`src/hw/rtl/blm_pkg.sv`:
```
package blm_pkg;

  // Field widths.
  localparam int unsigned PIN_W = 12;
  localparam int unsigned MV_W  = 16;
  localparam int unsigned PCT_W = 7;

  // Configuration port.
  localparam int unsigned CFG_IDX_W = 1;
  localparam logic [CFG_IDX_W-1:0] CFG_EMPTY_LEVEL = 1'b0;
  localparam logic [CFG_IDX_W-1:0] CFG_FULL_LEVEL  = 1'b1;

  localparam logic [MV_W-1:0] EMPTY_LEVEL_RESET = 16'd3600;
  localparam logic [MV_W-1:0] FULL_LEVEL_RESET  = 16'd8000;

  // Divider pin to battery voltage: v = pin * 11 + 20 mV.
  localparam logic [MV_W-1:0] DIVIDER_OFFSET_MV = 16'd20;

  // Dividend is (v - empty) * 100, which needs 23 bits.
  localparam int unsigned NUM_W  = 23;
  localparam int unsigned STEP_W = $clog2(NUM_W);

  localparam logic [PCT_W-1:0] FULL_PCT    = 7'd100;
  localparam logic [PCT_W-1:0] LOW_PCT     = 7'd5;
  localparam logic [PCT_W-1:0] RECOVER_PCT = 7'd10;

endpackage

```
`src/hw/rtl/blm_stream_if.sv`:
```
interface blm_in_if;
  logic                     valid;
  logic                     ready;
  logic [blm_pkg::PIN_W-1:0] pin_millivolts;

  modport source (output valid, output pin_millivolts, input ready);
  modport sink   (input valid, input pin_millivolts, output ready);
endinterface

interface blm_out_if;
  logic                      valid;
  logic                      ready;
  logic [blm_pkg::PCT_W-1:0] charge_percent;
  logic                      low_power;

  modport source (output valid, output charge_percent, output low_power, input ready);
  modport sink   (input valid, input charge_percent, input low_power, output ready);
endinterface

```
`src/hw/rtl/battery_level_low_voltage_monitor.sv`:
```
// Battery level and low-voltage monitor. Each item is one divider-pin sample
// in millivolts; the block forms the battery voltage as pin*11+20 mV, turns it
// into a whole charge percent between the empty and full levels (0 when full
// is not above empty) and tracks runs of low and good readings to enter and
// leave the low-power state. An accepted item passes through the prepare
// state, which forms the dividend, then the divide state, in which a shared
// restoring subtract-and-compare unit produces one quotient bit per cycle,
// and then the finish state, which clamps, updates the run counters and
// loads the output register. The block is ready again after the finish state.
// The finish state lasts as long as an earlier result still waits
// unaccepted in the output register. A new item is taken while an earlier
// result still waits in the output register. The user must write the empty
// and full levels through the plain configuration port only while the block
// is idle; the block itself does not enforce this.
module battery_level_low_voltage_monitor #(
  parameter int unsigned RUN_LIMIT = 20
) (
  input  logic                          clk_i,
  input  logic                          rst_ni,
  input  logic                          cfg_we_i,
  input  logic [blm_pkg::CFG_IDX_W-1:0] cfg_idx_i,
  input  logic [blm_pkg::MV_W-1:0]      cfg_wdata_i,
  blm_in_if.sink                        in_if,
  blm_out_if.source                     out_if
);

  localparam int unsigned CntW = $clog2(RUN_LIMIT + 1);
  localparam logic [CntW-1:0] RunMax = CntW'(RUN_LIMIT);
  localparam logic [blm_pkg::STEP_W-1:0] LastStep = blm_pkg::STEP_W'(blm_pkg::NUM_W - 1);

  localparam logic [1:0] StIdle = 2'd0;
  localparam logic [1:0] StPrep = 2'd1;
  localparam logic [1:0] StDiv  = 2'd2;
  localparam logic [1:0] StFin  = 2'd3;

  logic [1:0] state_q, state_d;

  logic [blm_pkg::MV_W-1:0]   empty_q, full_q;
  logic [blm_pkg::PIN_W-1:0]  pin_q;
  logic [blm_pkg::MV_W-1:0]   span_q, span_d;
  logic [blm_pkg::MV_W-1:0]   rem_q, rem_d;
  logic [blm_pkg::NUM_W-1:0]  num_q, num_d;
  logic [blm_pkg::STEP_W-1:0] step_q, step_d;
  logic                       zero_q, zero_d;

  logic [CntW-1:0] low_cnt_q, low_cnt_d;
  logic [CntW-1:0] rec_cnt_q, rec_cnt_d;
  logic            lp_q, lp_d;

  logic                      out_valid_q;
  logic [blm_pkg::PCT_W-1:0] out_pct_q;
  logic                      out_lp_q;

  logic                      fin_fire;
  logic [blm_pkg::MV_W-1:0]  volt;
  logic [blm_pkg::MV_W-1:0]  diff;
  logic [blm_pkg::NUM_W-1:0] scaled;
  logic [blm_pkg::MV_W:0]    trial;
  logic                      fits;
  logic [blm_pkg::PCT_W-1:0] pct;

  assign in_if.ready = (state_q == StIdle);
  assign fin_fire    = (state_q == StFin) && (!out_valid_q || out_if.ready);

  assign out_if.valid          = out_valid_q;
  assign out_if.charge_percent = out_pct_q;
  assign out_if.low_power      = out_lp_q;

  // Voltage and scaled dividend by shifts and adds: 11 = 8+2+1, 100 = 64+32+4.
  assign volt = {1'b0, pin_q, 3'b000} + {3'b000, pin_q, 1'b0} + {4'b0000, pin_q}
              + blm_pkg::DIVIDER_OFFSET_MV;
  assign diff = volt - empty_q;
  assign scaled = {1'b0, diff, 6'd0} + {2'b00, diff, 5'd0} + {5'd0, diff, 2'b00};

  // One restoring division step per cycle.
  assign trial = {rem_q, num_q[blm_pkg::NUM_W-1]};
  assign fits  = (trial >= {1'b0, span_q});

  always_comb begin
    if (zero_q) begin
      pct = '0;
    end else if (num_q > blm_pkg::NUM_W'(blm_pkg::FULL_PCT)) begin
      pct = blm_pkg::FULL_PCT;
    end else begin
      pct = num_q[blm_pkg::PCT_W-1:0];
    end
  end

  always_comb begin
    state_d   = state_q;
    span_d    = span_q;
    rem_d     = rem_q;
    num_d     = num_q;
    step_d    = step_q;
    zero_d    = zero_q;
    low_cnt_d = low_cnt_q;
    rec_cnt_d = rec_cnt_q;
    lp_d      = lp_q;
    unique case (state_q)
      StIdle: begin
        if (in_if.valid) begin
          state_d = StPrep;
        end
      end
      StPrep: begin
        span_d  = full_q - empty_q;
        zero_d  = (full_q <= empty_q) || (volt <= empty_q);
        num_d   = scaled;
        rem_d   = '0;
        step_d  = '0;
        state_d = StDiv;
      end
      StDiv: begin
        rem_d  = fits ? blm_pkg::MV_W'(trial - {1'b0, span_q}) : trial[blm_pkg::MV_W-1:0];
        num_d  = {num_q[blm_pkg::NUM_W-2:0], fits};
        step_d = step_q + 1'b1;
        if (step_q == LastStep) begin
          state_d = StFin;
        end
      end
      StFin: begin
        if (fin_fire) begin
          state_d = StIdle;
          if (!lp_q) begin
            if (pct < blm_pkg::LOW_PCT) begin
              if (low_cnt_q >= RunMax) begin
                low_cnt_d = RunMax;
                lp_d      = 1'b1;
                rec_cnt_d = '0;
              end else begin
                low_cnt_d = low_cnt_q + 1'b1;
              end
            end else begin
              low_cnt_d = '0;
            end
          end else begin
            if (pct > blm_pkg::RECOVER_PCT) begin
              if (rec_cnt_q >= RunMax) begin
                rec_cnt_d = RunMax;
                lp_d      = 1'b0;
              end else begin
                rec_cnt_d = rec_cnt_q + 1'b1;
              end
            end else begin
              rec_cnt_d = '0;
            end
          end
        end
      end
      default: state_d = StIdle;
    endcase
  end

  always_ff @(posedge clk_i or negedge rst_ni) begin
    if (!rst_ni) begin
      state_q     <= StIdle;
      empty_q     <= blm_pkg::EMPTY_LEVEL_RESET;
      full_q      <= blm_pkg::FULL_LEVEL_RESET;
      low_cnt_q   <= '0;
      rec_cnt_q   <= '0;
      lp_q        <= 1'b0;
      out_valid_q <= 1'b0;
    end else begin
      state_q   <= state_d;
      low_cnt_q <= low_cnt_d;
      rec_cnt_q <= rec_cnt_d;
      lp_q      <= lp_d;
      if (cfg_we_i) begin
        unique case (cfg_idx_i)
          blm_pkg::CFG_EMPTY_LEVEL: empty_q <= cfg_wdata_i;
          blm_pkg::CFG_FULL_LEVEL:  full_q  <= cfg_wdata_i;
          default: ;
        endcase
      end
      if (fin_fire) begin
        out_valid_q <= 1'b1;
      end else if (out_if.ready) begin
        out_valid_q <= 1'b0;
      end
    end
  end

  always_ff @(posedge clk_i) begin
    span_q <= span_d;
    rem_q  <= rem_d;
    num_q  <= num_d;
    step_q <= step_d;
    zero_q <= zero_d;
    if (in_if.valid && in_if.ready) begin
      pin_q <= in_if.pin_millivolts;
    end
    if (fin_fire) begin
      out_pct_q <= pct;
      out_lp_q  <= lp_d;
    end
  end

endmodule

```
`src/flat_wrapper.sv`:
```
// flat-port wrapper written by rule: the top's interface ports become plain ports
module battery_level_low_voltage_monitor_flat 
#(
  parameter int unsigned RUN_LIMIT = 20
)
  (clk_i, rst_ni, cfg_we_i, cfg_idx_i, cfg_wdata_i, in_if_valid, in_if_pin_millivolts, in_if_ready, out_if_valid, out_if_charge_percent, out_if_low_power, out_if_ready);
  blm_in_if in_if_i ();
  blm_out_if out_if_i ();
  input  logic clk_i;
  input  logic rst_ni;
  input  logic cfg_we_i;
  input  logic [blm_pkg::CFG_IDX_W-1:0] cfg_idx_i;
  input  logic [blm_pkg::MV_W-1:0] cfg_wdata_i;
  input wire logic [$bits(in_if_i.valid)-1:0] in_if_valid;
  input wire logic [$bits(in_if_i.pin_millivolts)-1:0] in_if_pin_millivolts;
  output wire logic [$bits(in_if_i.ready)-1:0] in_if_ready;
  output wire logic [$bits(out_if_i.valid)-1:0] out_if_valid;
  output wire logic [$bits(out_if_i.charge_percent)-1:0] out_if_charge_percent;
  output wire logic [$bits(out_if_i.low_power)-1:0] out_if_low_power;
  input wire logic [$bits(out_if_i.ready)-1:0] out_if_ready;
  assign in_if_i.valid = in_if_valid;
  assign in_if_i.pin_millivolts = in_if_pin_millivolts;
  assign in_if_ready = in_if_i.ready;
  assign out_if_valid = out_if_i.valid;
  assign out_if_charge_percent = out_if_i.charge_percent;
  assign out_if_low_power = out_if_i.low_power;
  assign out_if_i.ready = out_if_ready;
  battery_level_low_voltage_monitor #(.RUN_LIMIT(RUN_LIMIT)) u_core (.clk_i(clk_i), .rst_ni(rst_ni), .cfg_we_i(cfg_we_i), .cfg_idx_i(cfg_idx_i), .cfg_wdata_i(cfg_wdata_i), .in_if(in_if_i), .out_if(out_if_i));
endmodule
```
`config.mk`:
```
export PLATFORM = sky130hd
export DESIGN_NAME = battery_level_low_voltage_monitor_flat
export DESIGN_NICKNAME = d
export VERILOG_FILES = /design/src/hw/rtl/blm_pkg.sv /design/src/hw/rtl/blm_stream_if.sv /design/src/hw/rtl/battery_level_low_voltage_monitor.sv /design/src/flat_wrapper.sv
export SDC_FILE = /design/constraint.sdc
export NUM_CORES = 1
export LEC_CHECK = 0
export BUFFER_PORTS_ARGS = -buffer_cell sky130_fd_sc_hd__buf_2
export CORE_MARGIN = 2
export CORE_UTILIZATION = 35
export DETAILED_ROUTE_END_ITERATION = 8
export RECOVER_POWER = 100
export SYNTH_ARGS = -nofsm -noshare
export SYNTH_HDL_FRONTEND = slang
export SYNTH_SLANG_ARGS = --single-unit
```
`constraint.sdc`:
```
create_clock -name clk_i -period 7.35 [get_ports clk_i]
set_clock_uncertainty 0.1 [all_clocks]
set_input_delay 0.3675 -clock clk_i [delete_from_list [all_inputs] [get_ports clk_i]]
set_output_delay 0.3675 -clock clk_i [all_outputs]
set_load 0.05 [all_outputs]
```
# Word level (Yosys, flattened, before mapping)
# Index checks and enable logic that the tools add are counted.
[totals]
reg_bits = 127
latch_bits = 0
mem_bits_rw = 0
mem_bits_ro = 0
mem_count = 0
[classes]
n_addsub = 11
n_mul = 0
div_mod_pow = 0
order_cmp = 8
n_eq_ne = 7
shifts = 0
mux = 26
bitwise = 2
reduce_logical = 15
[op_table]
columns = ["cell", "n"]
rows = [
  ["subtractor 16 bit", 3],
  ["case mux 23 bit (2 select lines)", 1],
  ["2-to-1 mux 5 bit", 7],
  ["<= comparator 16 bit", 2],
  ["case mux 16 bit (2 select lines)", 1],
  ["adder 22 x 21 -> 23 bit", 1],
  ["adder 23 x 18 -> 23 bit", 1],
  ["greater-than comparator 23 x 7 -> 1 bit, second input constant", 1],
  [">= comparator 17 x 16 -> 1 bit", 1],
  ["adder 15 x 13 -> 16 bit", 1],
  ["adder 16 x 12 -> 16 bit", 1],
  ["adder 16 x 5 -> 16 bit, second input constant", 1],
  ["2-to-1 mux 16 bit", 1],
  ["adder 5 x 1 -> 5 bit, second input constant", 3],
  ["2-to-1 mux 7 bit", 2],
  [">= comparator 5 bit, second input constant", 2],
  ["case mux 5 bit (2 select lines)", 1],
  ["2-to-1 mux 1 bit", 9],
  ["case mux 2 bit (4 select lines)", 1],
  ["nonzero test 2 bit", 4],
  ["greater-than comparator 7 x 4 -> 1 bit, second input constant", 1],
  ["< comparator 7 x 3 -> 1 bit, second input constant", 1],
  ["2-to-1 mux 2 bit", 3],
  ["AND reduction 3 bit", 2],
  ["12 further kinds", 18],
]

# Logic depth before layout (Yosys ltp)
[depth]
ltp_word = 8
mapped_depth = 30

# Worst setup path after synthesis
# Ideal clock, no wire load.
[synth_timing]
path_kind = "reg-to-reg"
from = "register u_core.pin_q[0] (netlist bit)"
to = "register u_core.num_q[20] (netlist bit), data pin"
setup_ps = 264
t_arrival_ps = 6223
path_slack_ps = 763
stages_incl_launch_ff = 30
synth_period_minus_slack_ps = 6587
path_cell_list = "edfxtp_1 > inv_1 > fa_1 > inv_1 > ha_1 > ha_1 > fa_1 > a21o_1 > a21oi_1 > nor2b_1 > o21a_1 > o41a_1 > a311oi_2 > xnor2_1 > ha_1 > clkbuf_1 > inv_1 > or3_1 > o21ai_0 > a21oi_1 > o311ai_0 > fa_1 > ha_1 > a21oi_1 > nor2b_1 > nor3_1 > a21oi_1 > o41ai_2 > xor2_1 > o21ai_1"
[synth_between]
elab_chain_cells = 7
[synth_lines]
columns = ["element", "line", "text"]
rows = [
  ["from (decl)", "battery_level_low_voltage_monitor.sv:39", "logic [blm_pkg::PIN_W-1:0] pin_q;"],
  ["from (signal assigned)", "battery_level_low_voltage_monitor.sv:190", "pin_q <= in_if.pin_millivolts;"],
  ["adder 15 x 13 -> 16 bit", "battery_level_low_voltage_monitor.sv:70", "assign volt = {1'b0, pin_q, 3'b000} + {3'b000, pin_q, 1'b0} + {4'b0000, pin_q}"],
  ["adder 16 x 12 -> 16 bit (*)", "battery_level_low_voltage_monitor.sv:70", ""],
  ["adder 16 x 5 -> 16 bit (*)", "battery_level_low_voltage_monitor.sv:71", "+ blm_pkg::DIVIDER_OFFSET_MV;"],
  ["subtractor 16 bit (*)", "battery_level_low_voltage_monitor.sv:72", "assign diff = volt - empty_q;"],
  ["adder 22 x 21 -> 23 bit", "battery_level_low_voltage_monitor.sv:73", "assign scaled = {1'b0, diff, 6'd0} + {2'b00, diff, 5'd0} + {5'd0, diff, 2'b00};"],
  ["adder 23 x 18 -> 23 bit (*)", "battery_level_low_voltage_monitor.sv:73", ""],
  ["case mux 23 bit (2 select lines) (*)", "battery_level_low_voltage_monitor.sv:99", "unique case (state_q)"],
  ["net u_core.num_d (one bit)", "battery_level_low_voltage_monitor.sv:42", "logic [blm_pkg::NUM_W-1:0] num_q, num_d;"],
  ["to (signal assigned)", "battery_level_low_voltage_monitor.sv:186", "num_q <= num_d;"],
  ["to (decl)", "battery_level_low_voltage_monitor.sv:42", ""],
]
# Mark *: on every way through the listed nets, which the timed path passes. The rest lies on a longest branch.
# A chain may end at the register's enable or synchronous reset.

# Worst setup path after layout
[layout_timing]
from = "register u_core.pin_q[0] (netlist bit)"
to = "register u_core.num_q[22] (netlist bit), data pin"
# The elaborated chain is that of the path after synthesis.

==> results by group <==
Global route
  • GR Util met3: 2.72%
  • First-pass GRT wire length: between 30000 and 40000 µm
  • Met2 GRT Util: 25.5%
  • Vias in the first global route: around 7000
  • GRT overflow: 0
  • Met1 Track Usage GR: 20.4%
  • Largest net degree at the start of global routing: between 40 and 50
  • Gr busiest metal: met2
  • Overall routing resource usage: 15.3%
  • Antenna violations before repair: 0

Clock tree
  • Clk Latency, worst-skew pair: 0.43 ns
  • CTS Root Cell: clkbuf_16
  • Total CTS buffers: 17
  • Worst-path clk slew: roughly 0.06 ns
  • CTS tree: done
  • CTS Sinks: roughly 130
  • Deepest clock path buffer count: 2
  • Max H-tree Level: 4

STA
  • Setup-failing EPs final: 0
  • Achievable clock frequency: 146 MHz
  • Rel. slew slack: -73.1%
  • Max-slew violation count: 125
  • RSZ-0062 raised after global routing: false
  • Final period utilization: between 90% and 100%
  • Post-route minimum period: slightly below 7 ns
  • Hold Fails Final Rpt: 0
  • Least-Margin Pin Slew: 2.60 ns
  • Setup TNS: 0 ns

Floorplanning
  • Area of the core: 27000 µm²
  • Die area: 28900 µm²
  • Die Y: 170 µm
  • # rows: 60
  • Chip width: 170 µm
  • Initial core utilization: 35.6%
  • # IOs: 44

Placement
  • # port buffers: 43
  • Post-DP HPWL: 15800 µm
  • Routability Congestion: 0.864

Drt
  • Via count: 7151
  • Routed len/inst: 14.9 µm
  • TritonRoute pass-1 iters: 5
  • DRT iter0 DRCs: 469
  • # DRC: 0
  • ANT nets after route: 0
  • DR vias/cell: 5.12
  • Total Wirelength: 20800 µm

Final layout
  • Area Overhead vs Synth: 13.1%
  • Fraction of layout cells with a size suffix above 1: 10.8%
  • Final Net Count: 1207
  • # diodes: 0

Yosys
  • Synth Cell Area: 9630 µm²
  • Yosys warning total: 0
  • Post-synth EDFFs: 81
  • FFs w/ async S/R, synth: 36.2%
  • Mean Syn Cell Area: 9.75 µm²
  • Sequential area share after synthesis: between 30 and 40%
  • Syn Nets: 1153
  • Cells after synthesis: 988
  • #FFs+latches synth: 127
  • Count of different cell masters after synthesis: 69
  • Top_reg_cell synth: edfxtp_1

Hold path
  • Hold WC Path Type: in2reg

Setup path
  • CP peak stage delay: about 0.54 ns
  • Startpoint Class: flip-flop
  • Crit path DAT: 6.93 ns
  • Crit path kind: reg2reg
  • Most used cell, CP: a21oi_1
  • Worst path required time: 7.43 ns
  • Crit end category: flip-flop
  • Critical path peak fanout: 10
  • Worst path slowest cell: fa_1

Status
  • Status: finished, violations left
  • Failing checks: capacitance limit, slew limit

Flow run
  • Max Cap Viol: 3
## metal layers
metal / share of wire (%) / wire length (µm) / vias to the layer above
met1: 50 / 10300 / 3375
met2: 46 / 9590 / 115
met3: 2.9 / 606 / 20
met4: 1.2 / 244 / 0
met5: 0 / 0 / -
li1: - / - / 3641
## synthesized netlist by cell type, types with 3 or more instances
cell	instances	area [µm²]
or3_1	8	50.1
a41oi_1	3	26.3
nor2b_1	10	62.6
a21o_1	19	143
dfrtp_1	36	901
nor2_1	75	282
edfxtp_1	81	2430
nor4_1	10	62.6
o21bai_1	6	45.0
fa_1	24	480
and2_1	7	43.8
or2_2	6	37.5
o21ai_1	10	50.1
o211ai_1	7	52.6
o31a_1	3	26.3
dfstp_2	10	263
mux2_2	20	225
o21a_1	17	128
nor3_1	19	95.1
nand4_1	11	68.8
a211oi_2	4	50.1
nand3_1	21	105
xnor2_1	34	298
nand2b_1	14	87.6
ha_1	107	1340
o21ai_0	64	320
clkbuf_1	16	60.1
a2111oi_0	3	26.3
a211oi_1	9	67.6
a31oi_1	6	37.5
a21oi_1	59	295
and3_1	9	56.3
nand2_1	68	255
a211o_1	3	26.3
inv_1	112	420
xor2_1	24	210
o311ai_0	3	26.3
mux2i_1	10	100
o31ai_1	5	37.5
## logic make-up (layout without fill, tap and decap cells)
group | count (synthesis) | after routing | synth area share (%)
flip-flops | 127 | 127 | 37.3
AO/OA/AOI/OAI | 242 | 242 | 16.5
AND/OR/NAND/NOR | 266 | 266 | 13.2
adder cells (fa/ha/maj) | 131 | 131 | 18.9
multiplexers | 30 | 30 | 3.38
XOR/XNOR | 58 | 58 | 5.27
buffers and inverters | 134 | 201 | 5.39
## registers in the layout (all words and copies together), names as in the netlist, 2 cells and up
name                          count
u_core.num_q                     23
u_core.full_q                    16
u_core.state_q                    2
u_core.rec_cnt_q                  5
u_core.rem_q                     16
u_core.step_q                     5
u_core.empty_q                   16
u_core.low_cnt_q                  5
u_core.span_q                    16
u_core.pin_q                     12
u_core.out_if.charge_percent      7
## worst max-delay path, delay by kind of cell, from the launching register on
family	cells	cell delay, ns
adders and majority gates	7	2.80
AOI/OAI and AO/OA	13	2.41
and+or+nand+nor	4	0.62
DFF	1	0.35
buffers and inverters	3	0.22
xor gates and xnor gates	1	0.10
## worst paths after layout
kind                            depth (start not counted)                   to  slack [ns]               startpoint
max in group asynchronous                               3    u_core.empty_q[8]        4.37                   rst_ni
worst max-delay path                                   28     u_core.num_q[22]        0.50          u_core.pin_q[0]
worst min-delay path                                    1      u_core.pin_q[3]        0.02  in_if_pin_millivolts[3]
worst min register to register                          1     u_core.full_q[7]        0.41         u_core.full_q[7]
min in group asynchronous                               3  u_core.low_cnt_q[2]        1.28                   rst_ni
worst max register to register                         28     u_core.num_q[22]        0.50          u_core.pin_q[0]
## what timing repair did
action                                  4_1_cts  5_1_grt
hold buffers                                  8        0
buffers inserted                              0        0
endpoints found under the hold margin        42        0
endpoints found under the setup margin        0        6
resized for setup                             0        4
## through the flow
step | instance area [µm²] | hold WS, ns | instances | util (%) | worst slack (ns)
floorplan | 9630 | -0.0281 | 988 | - | 0.763
global placement | 10200 | 0.390 | 1356 | 37.8 | 0.523
detailed placement | 10200 | 0.405 | 1356 | 37.8 | 0.329
CTS | 10900 | 0.00156 | 1396 | 40.5 | 0.305
global route | 10900 | 0.00477 | 1396 | 40.3 | 0.00844
finish | 10900 | 0.0176 | 1396 | 40.3 | 0.500
## layout by cell type (no fill, tap or decap), types with 6 or more instances in the layout
| cell type | netlist | final |
|---|---|---|
| a211oi_1 | 9 | 8 |
| a21o_1 | 19 | 19 |
| a21oi_1 | 59 | 59 |
| a31oi_1 | 6 | 6 |
| and3_1 | 9 | 9 |
| buf_2 | 1 | 32 |
| clkbuf_1 | 16 | 14 |
| clkbuf_16 | 0 | 17 |
| dfrtp_1 | 36 | 36 |
| dfstp_2 | 10 | 10 |
| dlygate4sd3_1 | 0 | 8 |
| edfxtp_1 | 81 | 81 |
| fa_1 | 24 | 24 |
| ha_1 | 107 | 106 |
| inv_1 | 112 | 112 |
| mux2_2 | 20 | 20 |
| mux2i_1 | 10 | 10 |
| nand2_1 | 68 | 68 |
| nand2b_1 | 14 | 14 |
| nand3_1 | 21 | 21 |
| nand4_1 | 11 | 11 |
| nor2_1 | 75 | 75 |
| nor2b_1 | 10 | 11 |
| nor3_1 | 19 | 19 |
| nor4_1 | 10 | 10 |
| o211ai_1 | 7 | 7 |
| o21a_1 | 17 | 17 |
| o21ai_0 | 64 | 68 |
| o21ai_1 | 10 | 6 |
| o21bai_1 | 6 | 6 |
| or2_2 | 6 | 6 |
| or3_1 | 8 | 8 |
| xnor2_1 | 34 | 33 |
| xor2_1 | 24 | 24 |
## cell type report
| cell class | count | area [µm²] |
|---|---|---|
| tap | 341 | 427 |
| multi-input combinational | 727 | 5500 |
| sequential | 127 | 3600 |
| clock inverter | 14 | 208 |
| inverter | 114 | 428 |
| fill | 2673 | 16100 |
| timing repair buffer | 55 | 304 |
| clock buffer | 18 | 429 |
Power is left out: the tool's default activity adds up to more than one toggle a clock period on the data nets, which glitch-free logic cannot reach.
